===== src/hw/rtl/mrvf_pkg.sv =====
// Types, codes and constants of the Modbus RTU drive framer.
// No dependencies.
`default_nettype none
package mrvf_pkg;

  typedef enum logic [1:0] {
    FN_SEND      = 2'd0,
    FN_RX_BYTE   = 2'd1,
    FN_FRAME_END = 2'd2
  } func_e;

  typedef enum logic [2:0] {
    CMD_RD_STATUS  = 3'd0,
    CMD_RD_MAX_RPM = 3'd1,
    CMD_RD_CUR_RPM = 3'd2,
    CMD_SET_DIR    = 3'd3,
    CMD_SET_SPEED  = 3'd4
  } command_e;

  typedef enum logic [2:0] {
    ST_OK       = 3'd0,
    ST_SHORT    = 3'd1,
    ST_CRC      = 3'd2,
    ST_FUNC     = 3'd3,
    ST_ADDR     = 3'd4,
    ST_OVERFLOW = 3'd5
  } status_e;

  typedef enum logic [2:0] {
    S_IDLE,
    S_DIV,
    S_CRC,
    S_EMIT,
    S_RD_MEM,
    S_RD_LAST,
    S_REPORT
  } ctrl_state_e;

  localparam logic       REG_DEVICE_ADDR = 1'b0;
  localparam logic       REG_MAX_RPM     = 1'b1;

  localparam logic       KIND_TX     = 1'b0;
  localparam logic       KIND_REPORT = 1'b1;

  localparam logic [1:0] DIR_IDLE    = 2'd0;
  localparam logic [1:0] DIR_FWD     = 2'd1;
  localparam logic [1:0] DIR_REV     = 2'd2;
  localparam logic [1:0] DIR_UNKNOWN = 2'd3;

  localparam logic [7:0] FC_READ  = 8'h03;
  localparam logic [7:0] FC_WRITE = 8'h06;

  localparam logic [7:0] REQ_DIR_REV  = 8'h02;
  localparam logic [7:0] REQ_DIR_STOP = 8'h06;
  localparam logic [7:0] REQ_DIR_FWD  = 8'h01;

  localparam logic [15:0] SPEED_FULL = 16'd10000;
  localparam logic [15:0] CRC_INIT   = 16'hFFFF;
  localparam logic [15:0] CRC_POLY   = 16'hA001;
  localparam int unsigned MIN_REPLY  = 6;

  typedef struct packed {
    logic ld_send;
    logic div_step;
    logic crc_step;
    logic emit;
    logic rx_wr;
    logic ld_eof;
    logic rd_step;
    logic report;
  } dp_cmd_t;

  typedef struct packed {
    logic out_free;
    logic div_last;
    logic crc_last;
    logic emit_last;
    logic rd_last;
    logic rx_bad;
  } dp_stat_t;

  // One byte of the reflected CRC-16 (poly 0xA001).
  function automatic logic [15:0] crc_byte(input logic [15:0] crc, input logic [7:0] b);
    logic [15:0] c;
    c = crc ^ {8'h00, b};
    for (int i = 0; i < 8; i++) begin
      c = c[0] ? ((c >> 1) ^ CRC_POLY) : (c >> 1);
    end
    return c;
  endfunction

endpackage
`default_nettype wire


===== src/hw/rtl/modbus_rtu_vfd_master_framer.sv =====
// Top level of the Modbus RTU drive framer: stream ports, config port.
// Depends on mrvf_pkg, mrvf_ctrl, mrvf_dp (and mrvf_ram below it).
//
// One item at a time. A read or direction request is accepted, run through
// the CRC unit (one byte per cycle over the 6 frame bytes) and then sent as 8
// transfers; set speed first runs the bit-serial divider that scales the
// requested rpm to 0..10000 of max rpm. A received byte is one write into the
// receive RAM, or sets the overflow flag when the RAM is full. A frame end
// reads the reply back (one RAM read per cycle through the CRC unit), or skips
// the read when the reply is short or overflowed, then makes one report
// transfer. The output register holds a result while the sink stalls; the
// block takes new input only between items.
`default_nettype none
module modbus_rtu_vfd_master_framer #(
  parameter int unsigned RX_DEPTH = 16
) (
  input  wire logic        clk_i,
  input  wire logic        rst_ni,
  // configuration: index 0 device address, 1 max rpm
  input  wire logic        cfg_we_i,
  input  wire logic        cfg_idx_i,
  input  wire logic [15:0] cfg_data_i,
  input  wire logic        s_axis_tvalid,
  output logic             s_axis_tready,
  // tdata: command[2:0], turn_direction[4:3], req_rpm[20:5], rx_byte[28:21]
  input  wire logic [31:0] s_axis_tdata,
  // tuser: func[1:0]
  input  wire logic [1:0]  s_axis_tuser,
  output logic             m_axis_tvalid,
  input  wire logic        m_axis_tready,
  // tdata: tx_byte[7:0], status[10:8], reply_value[26:11], drive_direction[28:27]
  output logic [31:0]      m_axis_tdata,
  // tuser: kind[0]
  output logic             m_axis_tuser,
  // tlast: last_byte
  output logic             m_axis_tlast
);
  import mrvf_pkg::*;

  dp_cmd_t     cmd;
  dp_stat_t    stat;
  logic [7:0]  tx;
  logic [2:0]  st;
  logic [15:0] val;
  logic [1:0]  dir;

  mrvf_ctrl u_ctrl (
    .clk_i      (clk_i),
    .rst_ni     (rst_ni),
    .in_valid_i (s_axis_tvalid),
    .in_func_i  (s_axis_tuser),
    .in_cmd_i   (s_axis_tdata[2:0]),
    .stat_i     (stat),
    .in_ready_o (s_axis_tready),
    .cmd_o      (cmd)
  );

  mrvf_dp #(.RX_DEPTH(RX_DEPTH)) u_dp (
    .clk_i        (clk_i),
    .rst_ni       (rst_ni),
    .cfg_we_i     (cfg_we_i),
    .cfg_idx_i    (cfg_idx_i),
    .cfg_data_i   (cfg_data_i),
    .in_cmd_i     (s_axis_tdata[2:0]),
    .in_dir_i     (s_axis_tdata[4:3]),
    .in_rpm_i     (s_axis_tdata[20:5]),
    .in_rx_i      (s_axis_tdata[28:21]),
    .cmd_i        (cmd),
    .stat_o       (stat),
    .out_ready_i  (m_axis_tready),
    .out_valid_o  (m_axis_tvalid),
    .out_kind_o   (m_axis_tuser),
    .out_last_o   (m_axis_tlast),
    .out_tx_o     (tx),
    .out_status_o (st),
    .out_value_o  (val),
    .out_dir_o    (dir)
  );

  // Pack the result fields, lowest first, zero pad to 32 bits.
  assign m_axis_tdata = {3'b000, dir, val, st, tx};
endmodule
`default_nettype wire


===== src/hw/rtl/mrvf_ram.sv =====
// Generic single-write, single-read RAM with registered read data.
// No dependencies.
`default_nettype none
module mrvf_ram #(
  parameter int unsigned WIDTH = 8,
  parameter int unsigned DEPTH = 16
) (
  input  wire logic                     clk_i,
  input  wire logic                     we_i,
  input  wire logic [$clog2(DEPTH)-1:0] waddr_i,
  input  wire logic [WIDTH-1:0]         wdata_i,
  input  wire logic [$clog2(DEPTH)-1:0] raddr_i,
  output logic      [WIDTH-1:0]         rdata_o
);
  logic [WIDTH-1:0] mem_q [DEPTH];

  always_ff @(posedge clk_i) begin
    if (we_i) begin
      mem_q[waddr_i] <= wdata_i;
    end
    rdata_o <= mem_q[raddr_i];
  end
endmodule
`default_nettype wire


===== src/hw/rtl/mrvf_ctrl.sv =====
// Sequencer of the framer: decodes accepted items and steps the datapath.
// Depends on mrvf_pkg.
`default_nettype none
module mrvf_ctrl (
  input  wire logic              clk_i,
  input  wire logic              rst_ni,
  input  wire logic              in_valid_i,
  input  wire logic [1:0]        in_func_i,
  input  wire logic [2:0]        in_cmd_i,
  input  wire mrvf_pkg::dp_stat_t stat_i,
  output logic                   in_ready_o,
  output mrvf_pkg::dp_cmd_t      cmd_o
);
  import mrvf_pkg::*;

  ctrl_state_e state_q, state_d;

  always_ff @(posedge clk_i or negedge rst_ni) begin
    if (!rst_ni) begin
      state_q <= S_IDLE;
    end else begin
      state_q <= state_d;
    end
  end

  always_comb begin
    state_d    = state_q;
    cmd_o      = '0;
    in_ready_o = 1'b0;
    case (state_q)
      S_IDLE: begin
        in_ready_o = 1'b1;
        if (in_valid_i) begin
          case (func_e'(in_func_i))
            FN_SEND: begin
              if (in_cmd_i <= CMD_SET_SPEED) begin
                cmd_o.ld_send = 1'b1;
                state_d = (in_cmd_i == CMD_SET_SPEED) ? S_DIV : S_CRC;
              end
            end
            FN_RX_BYTE: cmd_o.rx_wr = 1'b1;
            FN_FRAME_END: begin
              cmd_o.ld_eof = 1'b1;
              state_d = stat_i.rx_bad ? S_REPORT : S_RD_MEM;
            end
            default: ;
          endcase
        end
      end
      S_DIV: begin
        cmd_o.div_step = 1'b1;
        if (stat_i.div_last) state_d = S_CRC;
      end
      S_CRC: begin
        cmd_o.crc_step = 1'b1;
        if (stat_i.crc_last) state_d = S_EMIT;
      end
      S_EMIT: begin
        if (stat_i.out_free) begin
          cmd_o.emit = 1'b1;
          if (stat_i.emit_last) state_d = S_IDLE;
        end
      end
      S_RD_MEM: begin
        cmd_o.rd_step = 1'b1;
        if (stat_i.rd_last) state_d = S_RD_LAST;
      end
      S_RD_LAST: state_d = S_REPORT;
      S_REPORT: begin
        if (stat_i.out_free) begin
          cmd_o.report = 1'b1;
          state_d = S_IDLE;
        end
      end
      default: state_d = S_IDLE;
    endcase
  end
endmodule
`default_nettype wire


===== src/hw/rtl/mrvf_dp.sv =====
// Datapath of the framer: registers, speed divider, CRC unit, receive store
// and output register. Depends on mrvf_pkg and mrvf_ram.
`default_nettype none
module mrvf_dp #(
  parameter int unsigned RX_DEPTH = 16
) (
  input  wire logic              clk_i,
  input  wire logic              rst_ni,
  input  wire logic              cfg_we_i,
  input  wire logic              cfg_idx_i,
  input  wire logic [15:0]       cfg_data_i,
  input  wire logic [2:0]        in_cmd_i,
  input  wire logic [1:0]        in_dir_i,
  input  wire logic [15:0]       in_rpm_i,
  input  wire logic [7:0]        in_rx_i,
  input  wire mrvf_pkg::dp_cmd_t cmd_i,
  output mrvf_pkg::dp_stat_t     stat_o,
  input  wire logic              out_ready_i,
  output logic                   out_valid_o,
  output logic                   out_kind_o,
  output logic                   out_last_o,
  output logic [7:0]             out_tx_o,
  output logic [2:0]             out_status_o,
  output logic [15:0]            out_value_o,
  output logic [1:0]             out_dir_o
);
  import mrvf_pkg::*;

  localparam int unsigned AW   = $clog2(RX_DEPTH);
  localparam int unsigned CW   = $clog2(RX_DEPTH + 1);
  localparam int unsigned CNTW = (AW > 4) ? AW : 4;

  logic [7:0]      dev_addr_q;
  logic [15:0]     max_rpm_q;
  logic [CW-1:0]   rx_count_q;
  logic            rx_ovf_q;
  logic [7:0]      sent_fn_q;
  logic [CNTW-1:0] cnt_q;
  logic [7:0]      fb_q [6];
  logic [15:0]     crc_q;
  logic [29:0]     prod_q;
  logic            sat_q;
  logic [15:0]     rem_q;
  logic [13:0]     quo_q;
  logic            pend_q;
  logic [AW-1:0]   pend_idx_q;
  logic [7:0]      b0_q, b1_q, b4_q, b5_q, clo_q, chi_q;
  logic [7:0]      rdata;

  // Divider step: restoring long division, one quotient bit a cycle.
  logic [15:0] rem_in;
  logic [16:0] trial;
  logic        ge;
  logic [15:0] rem_d;
  logic [13:0] quo_d;
  logic [13:0] prod_lo;
  logic [15:0] speed;

  assign prod_lo = prod_q[13:0];
  assign rem_in  = (cnt_q[3:0] == 4'd0) ? prod_q[29:14] : rem_q;
  assign trial   = {rem_in, prod_lo[4'd13 - cnt_q[3:0]]};
  assign ge      = trial >= {1'b0, max_rpm_q};
  assign rem_d   = ge ? 16'(trial - {1'b0, max_rpm_q}) : trial[15:0];
  assign quo_d   = {quo_q[12:0], ge};
  assign speed   = sat_q ? SPEED_FULL : {2'b00, quo_d};

  logic [7:0] byte_sel;
  always_comb begin
    case (cnt_q[2:0])
      3'd0:    byte_sel = fb_q[0];
      3'd1:    byte_sel = fb_q[1];
      3'd2:    byte_sel = fb_q[2];
      3'd3:    byte_sel = fb_q[3];
      3'd4:    byte_sel = fb_q[4];
      3'd5:    byte_sel = fb_q[5];
      3'd6:    byte_sel = crc_q[7:0];
      default: byte_sel = crc_q[15:8];
    endcase
  end

  logic [7:0] dir_byte;
  assign dir_byte = in_dir_i[1] ? REQ_DIR_REV :
                    (in_dir_i == 2'b00) ? REQ_DIR_STOP : REQ_DIR_FWD;

  logic [CW-1:0] n_crc;
  logic [CW-1:0] pend_w;
  logic          rx_full;
  assign n_crc   = rx_count_q - CW'(2);
  assign pend_w  = CW'(pend_idx_q);
  assign rx_full = rx_count_q >= CW'(RX_DEPTH);

  mrvf_ram #(.WIDTH(8), .DEPTH(RX_DEPTH)) u_rx_ram (
    .clk_i   (clk_i),
    .we_i    (cmd_i.rx_wr && !rx_full),
    .waddr_i (rx_count_q[AW-1:0]),
    .wdata_i (in_rx_i),
    .raddr_i (cnt_q[AW-1:0]),
    .rdata_o (rdata)
  );

  // Report fields.
  status_e     rpt_st;
  logic [15:0] rpt_val;
  logic [1:0]  rpt_dir;
  always_comb begin
    if (rx_ovf_q)                                rpt_st = ST_OVERFLOW;
    else if (rx_count_q < CW'(MIN_REPLY))        rpt_st = ST_SHORT;
    else if ({chi_q, clo_q} != crc_q)            rpt_st = ST_CRC;
    else if (b1_q != sent_fn_q)                  rpt_st = ST_FUNC;
    else if (b0_q != dev_addr_q)                 rpt_st = ST_ADDR;
    else                                         rpt_st = ST_OK;
    rpt_val = (rpt_st == ST_OK) ? {b4_q, b5_q} : 16'd0;
    rpt_dir = DIR_UNKNOWN;
    if (rpt_st == ST_OK) begin
      case (rpt_val)
        16'd1:   rpt_dir = DIR_FWD;
        16'd2:   rpt_dir = DIR_REV;
        16'd3:   rpt_dir = DIR_IDLE;
        default: rpt_dir = DIR_UNKNOWN;
      endcase
    end
  end

  assign stat_o.out_free  = !out_valid_o || out_ready_i;
  assign stat_o.div_last  = cnt_q[3:0] == 4'd13;
  assign stat_o.crc_last  = cnt_q[2:0] == 3'd5;
  assign stat_o.emit_last = cnt_q[2:0] == 3'd7;
  assign stat_o.rd_last   = CW'(cnt_q[AW-1:0]) == (rx_count_q - CW'(1));
  assign stat_o.rx_bad    = rx_ovf_q || (rx_count_q < CW'(MIN_REPLY));

  // Control registers.
  always_ff @(posedge clk_i or negedge rst_ni) begin
    if (!rst_ni) begin
      dev_addr_q  <= 8'd1;
      max_rpm_q   <= 16'd24000;
      rx_count_q  <= '0;
      rx_ovf_q    <= 1'b0;
      sent_fn_q   <= 8'd0;
      cnt_q       <= '0;
      pend_q      <= 1'b0;
      out_valid_o <= 1'b0;
    end else begin
      if (cfg_we_i) begin
        case (cfg_idx_i)
          REG_DEVICE_ADDR: dev_addr_q <= cfg_data_i[7:0];
          default:         max_rpm_q  <= cfg_data_i;
        endcase
      end
      pend_q <= cmd_i.rd_step;
      // Load the output register on a new result, else drop it after its transfer.
      if (cmd_i.emit || cmd_i.report) out_valid_o <= 1'b1;
      else if (out_valid_o && out_ready_i) out_valid_o <= 1'b0;
      if (cmd_i.ld_send) begin
        cnt_q      <= '0;
        rx_count_q <= '0;
        rx_ovf_q   <= 1'b0;
        sent_fn_q  <= (in_cmd_i >= CMD_SET_DIR) ? FC_WRITE : FC_READ;
      end
      if (cmd_i.div_step) cnt_q <= stat_o.div_last ? '0 : cnt_q + CNTW'(1);
      if (cmd_i.crc_step) cnt_q <= stat_o.crc_last ? '0 : cnt_q + CNTW'(1);
      if (cmd_i.emit) begin
        cnt_q <= stat_o.emit_last ? '0 : cnt_q + CNTW'(1);
      end
      if (cmd_i.rx_wr) begin
        if (rx_full) rx_ovf_q <= 1'b1;
        else         rx_count_q <= rx_count_q + CW'(1);
      end
      if (cmd_i.ld_eof)  cnt_q <= '0;
      if (cmd_i.rd_step) cnt_q <= cnt_q + CNTW'(1);
      if (cmd_i.report) begin
        rx_count_q  <= '0;
        rx_ovf_q    <= 1'b0;
      end
    end
  end

  // Payload registers.
  always_ff @(posedge clk_i) begin
    if (cmd_i.ld_send) begin
      prod_q <= 30'(in_rpm_i) * 30'(SPEED_FULL);
      sat_q  <= in_rpm_i >= max_rpm_q;
      crc_q  <= CRC_INIT;
      fb_q[0] <= dev_addr_q;
      fb_q[4] <= 8'h00;
      case (command_e'(in_cmd_i))
        CMD_RD_STATUS:  begin
          fb_q[1] <= FC_READ; fb_q[2] <= 8'h30; fb_q[3] <= 8'h00; fb_q[5] <= 8'h01;
        end
        CMD_RD_MAX_RPM: begin
          fb_q[1] <= FC_READ; fb_q[2] <= 8'hB0; fb_q[3] <= 8'h05; fb_q[5] <= 8'h02;
        end
        CMD_RD_CUR_RPM: begin
          fb_q[1] <= FC_READ; fb_q[2] <= 8'h70; fb_q[3] <= 8'h0C; fb_q[5] <= 8'h02;
        end
        CMD_SET_DIR:    begin
          fb_q[1] <= FC_WRITE; fb_q[2] <= 8'h20; fb_q[3] <= 8'h00; fb_q[5] <= dir_byte;
        end
        default:        begin
          fb_q[1] <= FC_WRITE; fb_q[2] <= 8'h10; fb_q[3] <= 8'h00; fb_q[5] <= 8'h00;
        end
      endcase
    end
    if (cmd_i.div_step) begin
      rem_q <= rem_d;
      quo_q <= quo_d;
      if (stat_o.div_last) begin
        fb_q[4] <= speed[15:8];
        fb_q[5] <= speed[7:0];
      end
    end
    if (cmd_i.crc_step) crc_q <= crc_byte(crc_q, byte_sel);
    if (cmd_i.ld_eof)   crc_q <= CRC_INIT;
    if (pend_q) begin
      if (pend_w < n_crc) crc_q <= crc_byte(crc_q, rdata);
      if (pend_idx_q == AW'(0)) b0_q <= rdata;
      if (pend_idx_q == AW'(1)) b1_q <= rdata;
      if (pend_idx_q == AW'(4)) b4_q <= rdata;
      if (pend_idx_q == AW'(5)) b5_q <= rdata;
      if (pend_w == n_crc) clo_q <= rdata;
      if (pend_w == n_crc + CW'(1)) chi_q <= rdata;
    end
    pend_idx_q <= cnt_q[AW-1:0];
    if (cmd_i.emit) begin
      out_kind_o   <= KIND_TX;
      out_last_o   <= stat_o.emit_last;
      out_tx_o     <= byte_sel;
      out_status_o <= ST_OK;
      out_value_o  <= 16'd0;
      out_dir_o    <= DIR_IDLE;
    end
    if (cmd_i.report) begin
      out_kind_o   <= KIND_REPORT;
      out_last_o   <= 1'b0;
      out_tx_o     <= 8'd0;
      out_status_o <= rpt_st;
      out_value_o  <= rpt_val;
      out_dir_o    <= rpt_dir;
    end
  end
endmodule
`default_nettype wire


===== config.mk =====
export PLATFORM = sky130hd
export DESIGN_NAME = modbus_rtu_vfd_master_framer
export DESIGN_NICKNAME = d
export VERILOG_FILES = /design/src/hw/rtl/mrvf_pkg.sv /design/src/hw/rtl/modbus_rtu_vfd_master_framer.sv /design/src/hw/rtl/mrvf_ram.sv /design/src/hw/rtl/mrvf_ctrl.sv /design/src/hw/rtl/mrvf_dp.sv
export SDC_FILE = /design/constraint.sdc
export NUM_CORES = 1
export LEC_CHECK = 0
export ABC_AREA = 0
export BUFFER_PORTS_ARGS = -buffer_cell sky130_fd_sc_hd__buf_2
export CORE_MARGIN = 2
export CORE_UTILIZATION = 47
export DETAILED_ROUTE_END_ITERATION = 16
export PLACE_DENSITY = 0.62
export SYNTH_ARGS = -nofsm -noshare
export SYNTH_HDL_FRONTEND = slang
export SYNTH_SLANG_ARGS = --single-unit
export TNS_END_PERCENT = 1

===== constraint.sdc =====
create_clock -name clk_i -period 5.75 [get_ports clk_i]
set_input_delay 0.8625 -clock clk_i [delete_from_list [all_inputs] [get_ports clk_i]]
set_output_delay 0.8625 -clock clk_i [all_outputs]
set_load 0.05 [all_outputs]

==> run summary <==
Synthesized cell area = 18660 um^2
Routed len/inst = 19.47 um
Worst Setup Path Type = in -> reg
Leakage Power = 8.284 nW
Synth cell count leaders = edfxtp_1 (282), inv_1 (125), ha_1 (123), xnor2_1 (78), nor2_1 (72)
DRT antenna net count = 0
CP startpoint = s_axis_tdata[10]
CP Cell Sequence = buf_2, inv_1, fa_1, inv_1, ha_1, inv_1, fa_1, inv_1, ha_1, inv_1, fa_1, inv_1, ha_1, a21o_1, a21o_1, a41o_1, a211oi_1, o211ai_1, a31oi_1, o21ai_0, xor2_1
WP data required = 6.03 ns
Min-Delay Path Class = in -> async
CTS Hold Bufs = 0
Final hold slack = 0.4009 ns
Top area cells in the synthesized netlist = edfxtp_1 (45%), ha_1 (8.2%), mux4_2 (5.1%)
Max cap viols = 0
Fraction of the yosys area taken by sequential cells = 55.14%
DP HPWL = 29.26 mm
Max-slew headroom = 27.25%
Worst setup SP type = input pin
TritonCTS Buffers = 37
Core footprint = 38920 um^2
Synth-to-Final Area Change = 12.07%
NumNets Final = 1715
Setup TNS = 0 ns
Drt pass-1 iters = 5
Number of enable flip-flop cells after synthesis = 282
Async set-reset flop share out of synthesis = 11.60%
Setup violators final = 0
Max Slew Vio Count = 0
Count of unique library cells instantiated by Yosys = 72
Final Critical Period = 5.112 ns
Mapped Avg Cell Area = 13.35 um^2
CTS H-Tree Depth = 2
Ys flop type = edfxtp_1
Clock buffer depth = 3
Total grt overflow = 0
Postcts setup bufs = 0
Vias in the first global route = 11010
Die Y = 203.3 um
R2R Path Start = u_dp.cnt_q[1]
Fmax = 195.6 MHz
Worst Max-Slew Pin Slew = 1.081 ns
I/O Pins = 92
Maximum vdd drop = 265.2 uV
CTS tree = done
Via count = 11110
Clock latency on the worst-skew pair = 0.53 ns
CP endpoint kind = register
Synth Register Bits = 362
Layout cells sized above 1 = 18.51%
Clock Skew = 0.02021 ns
Final non-filler cell area = 20910 um^2
Worst-path fanout max = 4
Arr. time, crit path = 5.39 ns
Die X = 203.3 um
Largest net degree at the start of global routing = 45
CTS sink cnt = 362
Fin crit share = 88.91%
RePlAce Congestion = 0.8885
Vias per Instance = 5.425
Initial core utilization = 47.95%
Hold Vio Cnt, Final = 0
Clock slew at reported path FFs = 0.06 ns
Post-Syn Instances = 1398
Rows = 72
# port buffers = 85
Resized cells post-CTS = 0
CTS Root Cell = clkbuf_16
Post-DP Area = 19720 um^2
Flop2flop setup slack = 0.93 ns
Max incr delay on CP = 0.52 ns
Reg2reg path depth = 16
Slowest-stage cell, CP = fa_1
Final WL = 39.87 mm
DR DRC count = 0
Antenna violations before repair = 1
DR iter-0 viols = 781
Global-route wire length before repair = 62.13 mm
DIE AREA = 41310 um^2
Warning count from the yosys run = 0
CP dominant cell by count = inv_1
Pwr Density = 567.0 nW/um^2
Area fraction of the dominant cell type after synthesis = 45.38%
R2R Path End = u_dp.rem_q[13]
Post-synth top area cell = edfxtp_1
All-Layer GR Usage = 19.60%
Most frequent cell after synthesis = edfxtp_1
Unrepaired setup endpoints after global routing = no
Outcome = finished clean
-- state kept, by name (all words and copies together), names as in the netlist, 5 cells and up --
| name | flops |
|---|---|
| u_dp.b0_q | 8 |
| u_dp.b1_q | 8 |
| u_dp.b4_q | 8 |
| u_dp.b5_q | 8 |
| u_dp.chi_q | 8 |
| u_dp.clo_q | 8 |
| u_dp.crc_q | 16 |
| u_dp.dev_addr_q | 8 |
| u_dp.fb_q | 29 |
| u_dp.max_rpm_q | 16 |
| u_dp.out_tx_o | 8 |
| u_dp.out_value_o | 16 |
| u_dp.prod_q | 26 |
| u_dp.quo_q | 13 |
| u_dp.rem_q | 16 |
| u_dp.rx_count_q | 5 |
| u_dp.u_rx_ram.mem_q | 128 |
| u_dp.u_rx_ram.rdata_o | 8 |
-- worst max-delay path by stage --
| stage | end | cells after the start |
|---|---|---|
| floorplan | u_dp.rem_q[10] | 19 |
| CTS | u_dp.prod_q[26] | 21 |
| finish | u_dp.prod_q[26] | 21 |
| detailed placement | u_dp.prod_q[26] | 21 |
| global placement | u_dp.prod_q[26] | 21 |
| global route | u_dp.rem_q[13] | 16 |
-- critical path: cells and delay by family --
kind | cells | cell delay, ns
adders and majority gates | 6 | 2.34
AOI/OAI and AO/OA | 7 | 1.54
buffers and inverters | 7 | 0.49
xor gates and xnor gates | 1 | 0.15
-- final cells by class --
type | count | area [um^2]
sequential | 362 | 10290
antenna | 1 | 2.502
timing repair buffer | 111 | 620.6
multi-input combinational | 863 | 7695
tap | 518 | 648.1
fill | 3311 | 18000
inverter | 125 | 469.2
clock buffer | 54 | 1082
clock inverter | 14 | 103.9
-- metrics by stage --
stage / setup WS (ns) / total power [mW] / cells / utilization [%]
2_1_floorplan: 0.4066 / 8.232 / 1400 / -
3_3_place_gp: 0.1342 / 9.486 / 1979 / 50.68
3_5_place_dp: 0.09562 / 9.564 / 1979 / 50.68
4_1_cts: 0.6602 / 11.93 / 2047 / 53.73
5_1_grt: 0.4122 / 12.63 / 2047 / 53.73
6_report: 0.6378 / 11.86 / 2048 / 53.74
-- per-layer routing --
layer  routed length, um  track usage (%)  share of wire (%)  vias to the layer above
met5                   0                0                  0                        -
met1               18170            27.47                 46                     5471
li1                    -                -                  -                     5307
met4                 706            4.849                1.8                        0
met2               18930            32.33                 47                      285
met3                2066            2.860                5.2                       48
-- power breakdown --
part           internal [mW]  switching, mW  total, mW  leakage (nW)
Sequential              3.44          0.348       3.79          3.39
Combinational           2.56           3.18       5.74          4.30
Clock                   1.36          0.975       2.33         0.590
Total                   7.36           4.50       11.9          8.28
-- cell usage in the layout, fill, tap and decap left out, drive strengths merged, types with 11 or more instances in the layout --
cell type  synthesis  final
dfxtp             38     38
o21ai             40     40
nand2             66     66
nor2              72     72
dfrtp             34     34
edfxtp           282    282
nand2b            11     11
mux2              54     54
xor2              33     33
xnor2             78     78
buf               15    111
ha               123    123
clkbuf            35     54
mux4              42     42
a21oi             51     51
a31oi             13     13
and2              24     24
nor3              14     14
nand4             14     14
a21o              14     14
nor2b             15     15
fa                36     36
clkinv             0     12
inv              125    126
nand3             18     18
-- cell families after synthesis --
family | after synthesis | synth area share (%)
other | 1 | 0.02010
muxes | 103 | 8.703
AOI/OAI and AO/OA | 206 | 7.342
and+or+nand+nor | 279 | 7.563
DFF | 362 | 55.14
buffers and inverters | 175 | 3.661
adders and majority gates | 159 | 12.11
xor gates and xnor gates | 113 | 5.458
No activity file was read; power rests on OpenSTA's default activity.
